[config.mk]
export PLATFORM = sky130hd
export DESIGN_NAME = pcfl_page_index
export DESIGN_NICKNAME = d
export VERILOG_FILES = /design/src/rtl/pcfl_pkg.sv /design/src/rtl/pcfl_page_index.sv
export SDC_FILE = /design/constraint.sdc
export NUM_CORES = 1
export LEC_CHECK = 0
export BUFFER_PORTS_ARGS = -buffer_cell sky130_fd_sc_hd__buf_2
export CAP_MARGIN = 25
export CELL_PAD_IN_SITES_DETAIL_PLACEMENT = 1
export CELL_PAD_IN_SITES_GLOBAL_PLACEMENT = 2
export CORE_ASPECT_RATIO = 1.2
export CORE_UTILIZATION = 27
export DETAILED_ROUTE_END_ITERATION = 16
export GPL_TIMING_DRIVEN = 0
export PLACE_DENSITY_LB_ADDON = 0.15
export SYNTH_ARGS = -nofsm -noshare
export SYNTH_HDL_FRONTEND = slang
export SYNTH_SLANG_ARGS = --single-unit
[constraint.sdc]
create_clock -name vclk -period 7.8
set_input_delay 1.56 -clock vclk [all_inputs]
set_output_delay 1.56 -clock vclk [all_outputs]
set_load 0.05 [all_outputs]
[src/rtl/pcfl_pkg.sv]
`timescale 1ns / 1ps
`default_nettype none

package pcfl_pkg;

  localparam int PAGE_SHIFT = 12;
  localparam int ADDR_W     = 32;
  localparam int FRAME_W    = ADDR_W - PAGE_SHIFT;
  // A head or link holds frame + 1, with zero as the end-of-list marker.
  localparam int LINK_W     = FRAME_W + 1;
  localparam int CPU_ID_W   = 3;
  localparam int STATUS_W   = 2;

  typedef enum logic [STATUS_W-1:0] {
    ST_OK  = 2'd0,
    ST_OOM = 2'd1,
    ST_BAD = 2'd2
  } status_t;

  typedef enum logic {
    OP_ALLOC = 1'b0,
    OP_FREE  = 1'b1
  } op_t;

endpackage

`default_nettype wire

[src/rtl/pcfl_page_index.sv]
`timescale 1ns / 1ps
`default_nettype none

module pcfl_page_index #(
  parameter int PAGE_COUNT = 32768
) (
  input  wire logic [pcfl_pkg::ADDR_W-1:0]  low_limit,
  input  wire logic [pcfl_pkg::FRAME_W-1:0] frame,
  output logic                              in_range,
  output logic [((PAGE_COUNT > 1) ? $clog2(PAGE_COUNT) : 1)-1:0] index
);

  localparam int PW = (PAGE_COUNT > 1) ? $clog2(PAGE_COUNT) : 1;
  localparam int LW = pcfl_pkg::LINK_W;
  localparam logic [LW-1:0] PAGE_LIMIT = LW'(PAGE_COUNT);
  localparam logic [pcfl_pkg::ADDR_W:0] PAGE_MASK =
    (pcfl_pkg::ADDR_W+1)'((1 << pcfl_pkg::PAGE_SHIFT) - 1);

  logic [pcfl_pkg::ADDR_W:0] low_round;
  logic [LW-1:0]             base;
  logic [LW:0]               diff;

  // The base frame is the lower limit rounded up to a page boundary.
  assign low_round = {1'b0, low_limit} + PAGE_MASK;
  assign base      = low_round[pcfl_pkg::ADDR_W:pcfl_pkg::PAGE_SHIFT];
  assign diff      = {2'b00, frame} - {1'b0, base};
  // A borrow means the frame lies below the base, which wraps to a huge index.
  assign in_range  = !diff[LW] && (diff[LW-1:0] < PAGE_LIMIT);
  assign index     = diff[PW-1:0];

endmodule

`default_nettype wire

==> results of run 1 <==
-- power by group through the flow --
stage               registers [uW]  logic [uW]  clock network (uW)
floorplan                        0         155                   0
global placement                 0         204                   0
detailed placement               0         205                   0
CTS                              0         206                   0
global route                     0         220                   0
finish                           0         203                   0
-- path summary, 6_finish.rpt --
check / endpoint / slack, ps / cells after the start
worst max-delay path: in_range / 1060 / 18
worst min-delay path: index[0] / 3610 / 5
-- routing by layer --
metal  wire, um  up-vias  share of wire  global-route usage
li1           -      805              -                   -
met1       1790      710           0.47               0.195
met2       1790       45           0.47               0.261
met3        239        0          0.062              0.0172
met4          0        0              0                   0
met5          0        -              0                   0
-- placed cells by master (no fill, tap or decap), drive strengths merged, types with 3 or more instances in the layout --
cell and count:
o211ai 3, a21oi 18, nand2 16, ha 20
inv 7, and2 3, xor2 16, a21o 9
nor2 15, o21ai 10, nand4 3, nor3 3
and3 4, xnor2 18, nor4 4, nand3 6
buf 69, nand2b 5
-- cells by family after synthesis --
logic type                 after synthesis  synth area share
and+or+nand+nor                         64             0.242
AOI/OAI and AO/OA                       52             0.292
xor gates and xnor gates                34             0.225
adders and majority gates               21             0.204
buffers and inverters                    8            0.0226
muxes                                    2            0.0151
-- layout make-up --
class | count | area, um2
inverters | 7 | 26.3
plain buffers | 1 | 3.75
multi-input cells | 173 | 1300
repair buffers | 68 | 340
fillers | 633 | 2920
well taps | 58 | 72.6
-- metrics by stage --
| step | area [um2] | hold WS (ps) | cells | power [uW] | setup slack [ps] |
|---|---|---|---|---|---|
| 2_1_floorplan | 1330 | 3460 | 181 | 155 | 1150 |
| 3_3_place_gp | 1740 | 3610 | 307 | 204 | 1020 |
| 3_5_place_dp | 1740 | 3620 | 307 | 205 | 1040 |
| 4_1_cts | 1740 | 3620 | 307 | 206 | 1020 |
| 5_1_grt | 1740 | 3640 | 307 | 220 | 664 |
| 6_report | 1740 | 3610 | 307 | 203 | 1060 |
-- critical path, stage by stage --
cell,delay [ps]
buf_2,100
nor4_1,290
nand3_1,160
and2_1,230
and3_1,220
nand2_1,110
nor2_1,80
xnor2_1,130
ha_1,340
a21oi_1,170
o21ai_1,150
o31ai_2,320
o21ai_2,140
a2111oi_0,460
a21oi_1,100
xor2_1,170
nor4_2,140
buf_2,300
==> impl_results.md, run 1 <==
- Status: complete, no violations
- Die Wd: 66.0 um
- Combinational power share: 1.000
- Detailed-route DRC error count: 0
- Peak VDD IR: 0.0627 mV
- Clock share of power: 0
- Slew Viols, Final: 0
- Port bufs: 68
- Initial Util: 0.284
- Crit Path Max Fanout: 5
- Unrepaired setup endpoints after global routing: false
- Mapped Cells: 181
- I/O pin cnt: 68
- Total grt overflow: 0
- Largest net degree at the start of global routing: 9
- Post-cts repair resize count: 0
- Max Fclk: 0.148 GHz
- DIE AREA: 5200 um2
- Vias in the first global route: 1553
- Final period util: 0.864
- Reg power frac: 0
- Via density: 5.08
- Total detailed-routing wirelength: 3830 um
- Most numerous cell in the Yosys netlist: ha_1
- Total vias in the final route: 1560
- Initial antenna violation count: 0
- N_diodes: 0
- Ys Warns: 0
- Worst EP required: 6240 ps
- Final Setup Violations: 0
- Critical path capture point type: primary output
- Slew margin rel.: 0.600
- Hold crit path type: input pin to primary output
- Final TNS setup: 0 ps
- Seq Cell Count: 0
- Fin. Hold Viols: 0
- CP arrival: 5180 ps
- Post-synth top cells: ha_1, xnor2_1, a21oi_1
- Post-synth cell types: 41
- Pwr dens: 117 nW/um2
- Max Cap Viol: 0
- Gr usage total: 0.146
- Post-DP HPWL: 3490 um
- Static Leak: 0.000842 uW
- Switching Fraction: 0.665
- Gp weighted congestion: 0.792
- Drt first pass iters: 4
- Sequential fraction of the synthesis area: 0
- Initial DRC Count: 18
- Fin nets: 324
- Final min period: 6740 ps
- # rows: 27
- First-pass GRT wire length: 6330 um
- Sw power: 135 uW
- Post-CTS setup buffers: 0
- Critical Path Source: low_limit[5]
- Util after Layout: 0.373
- Avg Cell Area, Syn: 7.33 um2
- Clkbuf count: 0
- Share of cells above drive strength 1: 0.309
- Hold path startpoint: frame[0]
- WL per Instance: 12.5 um
- Worst Setup Start Kind: input pin
- Top post-synthesis cells by area: ha_1, xnor2_1, xor2_1
- Die Ht: 78.8 um
- Core area: 4660 um2
- Area growth syn-to-layout: 31.1%
- Synthesized area: 1330 um2
- Seq. cell area: 0 um2
- Post-route ant nets: 0
- WS Path Type: input pin to primary output
- Yosys top cell area share: 0.189
- Syn_nets: 254
- Least-Margin Pin Slew: 596 ps
- Synth area leader: ha_1
- # hold bufs at CTS: 0
- Int Pwr: 68.0 uW
Power figures use the tool's default switching activity.
==> run 2: changes to the inputs <==
Settings changed: ABC_AREA set to 1, CORE_UTILIZATION 27 to 26, PLACE_DENSITY_LB_ADDON 0.15 to 0.25.
Clock period 7.8 ns to 8.15 ns, I/O delays scaled along.
==> run 2 against run 1 <==
  * Synthesized cell count grew 88%
  * Area after synthesis grew 35%
  * Critical path type unchanged
  * Die area up 39%
  * Cell count up 61%
  * Critical endpoint unchanged
  * Largest power group unchanged
==> impl_results.md, run 2 <==
- Seq Cell Count: 0
- Post-DP HPWL: 5410 um
- Area growth syn-to-layout: 24.9%
- Synthesized area: 1790 um2
- Slew margin rel.: 0.759
- Vias in the first global route: 2355
- Syn_nets: 414
- Initial DRC Count: 49
- Pwr dens: 97.1 nW/um2
- Top delay family on crit path: simple AND/OR/NAND/NOR gates
- # rows: 32
- Gr usage total: 0.167
- Max Cap Viol: 0
- Top post-synthesis cells by area: nand2_1, ha_1, inv_1
- Seq. cell area: 0 um2
- WL per Instance: 11.6 um
- Slowest-stage cell, CP: fa_1
- Critical path capture point type: primary output
- CP peak stage delay: 470 ps
- Peak VDD IR: 0.0659 mV
- Fin nets: 484
- Yosys top cell area share: 0.239
- Util after Layout: 0.343
- Post-route ant nets: 0
- Port bufs: 68
- Most common cell after layout, fill and taps aside: nand2_1
- Leading cell types in the layout, fill and taps excluded: nand2_1, buf_2, inv_1
- Die Wd: 77.8 um
- Via density: 4.61
- Post-synth cell types: 24
- Final period util: 0.754
- Sequential fraction of the synthesis area: 0
- Largest net degree at the start of global routing: 8
- Hold crit path type: input pin to primary output
- Crit-path most repeated cell: nand2_1
- Final Setup Violations: 0
- CP cell instances: buf_2 > or2_1 > nor2_2 > nand2_2 > nand2_2 > nand2_1 > inv_1 > ha_1 > inv_1 > fa_1 > nand3_1 > nand3_1 > nand2_1 > nand3_1 > nand2_1 > nand2_1 > nand2_1 > nand2_1 > nor2_1 > nand2_1 > nor2_1 > buf_2
- Static Leak: 0.00127 uW
- Synth area leader: nand2_1
- Total grt overflow: 0
- Final TNS setup: 0 ps
- Unrepaired setup endpoints after global routing: false
- N_diodes: 0
- Slew Viols, Final: 0
- # hold bufs at CTS: 0
- Detailed-route DRC error count: 0
- Total detailed-routing wirelength: 5720 um
- Least-Margin Pin Slew: 358 ps
- DIE AREA: 7230 um2
- Fin. Hold Viols: 0
- Post-cts repair resize count: 0
- Mapped Cells: 341
- Avg Cell Area, Syn: 5.25 um2
- Ys Warns: 0
- First-pass GRT wire length: 9940 um
- Initial Util: 0.275
- Share of cells above drive strength 1: 0.198
- Post-synth top cells: nand2_1, inv_1, nor2_1
- Final min period: 6150 ps
- Drt first pass iters: 4
- Worst Setup Start Kind: input pin
- Total vias in the final route: 2277
- CP arrival: 4520 ps
- Most numerous cell in the Yosys netlist: nand2_1
- Core area: 6530 um2
- Gp weighted congestion: 0.825
- Status: complete, no violations
- WS Path Type: input pin to primary output
- Die Ht: 92.9 um
- Post-CTS setup buffers: 0
- Worst EP required: 6520 ps
- Crit Path Max Fanout: 7
- I/O pin cnt: 68
- Clkbuf count: 0
- Buf/Inv on CP: 4
- Initial antenna violation count: 0
- Max Fclk: 0.163 GHz
==> run 2: cell types whose count changed in the layout (fill, tap and decap cells not counted), sizes merged, moves of 5 or more <==
cell    change
inv        +46
xnor2       -8
nand2b      -5
a21o        -9
nand2     +104
nor2       +26
o21ai       -7
nand3      +26
==> run 2: power by group <==
part	switching (uW)	internal, uW
clock network	0	0
registers	0	0
logic	153	64.5
total	153	64.5
==> run 2: layout make-up <==
class	instances	area [um2]
inverter	53	201
tap	85	106
multi-input combinational	288	1590
timing repair buffer	68	340
fill	960	4290
==> run 2: path summary, 6_finish.rpt <==
| path | start | slack [ps] | cells after the start | endpoint |
|---|---|---|---|---|
| max | low_limit[2] | 2000 | 22 | in_range |
| min | frame[0] | 3750 | 5 | index[0] |
==> run 2: routing by layer <==
layer	global-route usage	part of all wire	routed length (um)
met5	0	0	0
met4	0.00314	0.0014	8
met3	0.00394	0.026	151
met2	0.327	0.49	2810
met1	0.210	0.48	2750
==> run 2: kinds of logic (layout without fill, tap and decap cells) <==
kind of cell	after synthesis	count (layout)	share of synthesized area
simple gates	212	212	0.515
compound gates	25	25	0.0754
xor+xnor	30	30	0.147
fa+ha+maj	21	21	0.151
buf+inv	53	121	0.112
==> run 2: per-stage QoR <==
stage	total power, uW	area, um2	std cells	setup slack, ps	hold slack (ps)
after floorplan	162	1790	341	2220	3600
after global placement	218	2240	494	2020	3740
after detailed placement	220	2240	494	1980	3750
after CTS	220	2240	494	1970	3750
after global routing	240	2240	494	1620	3770
final	217	2240	494	2000	3750
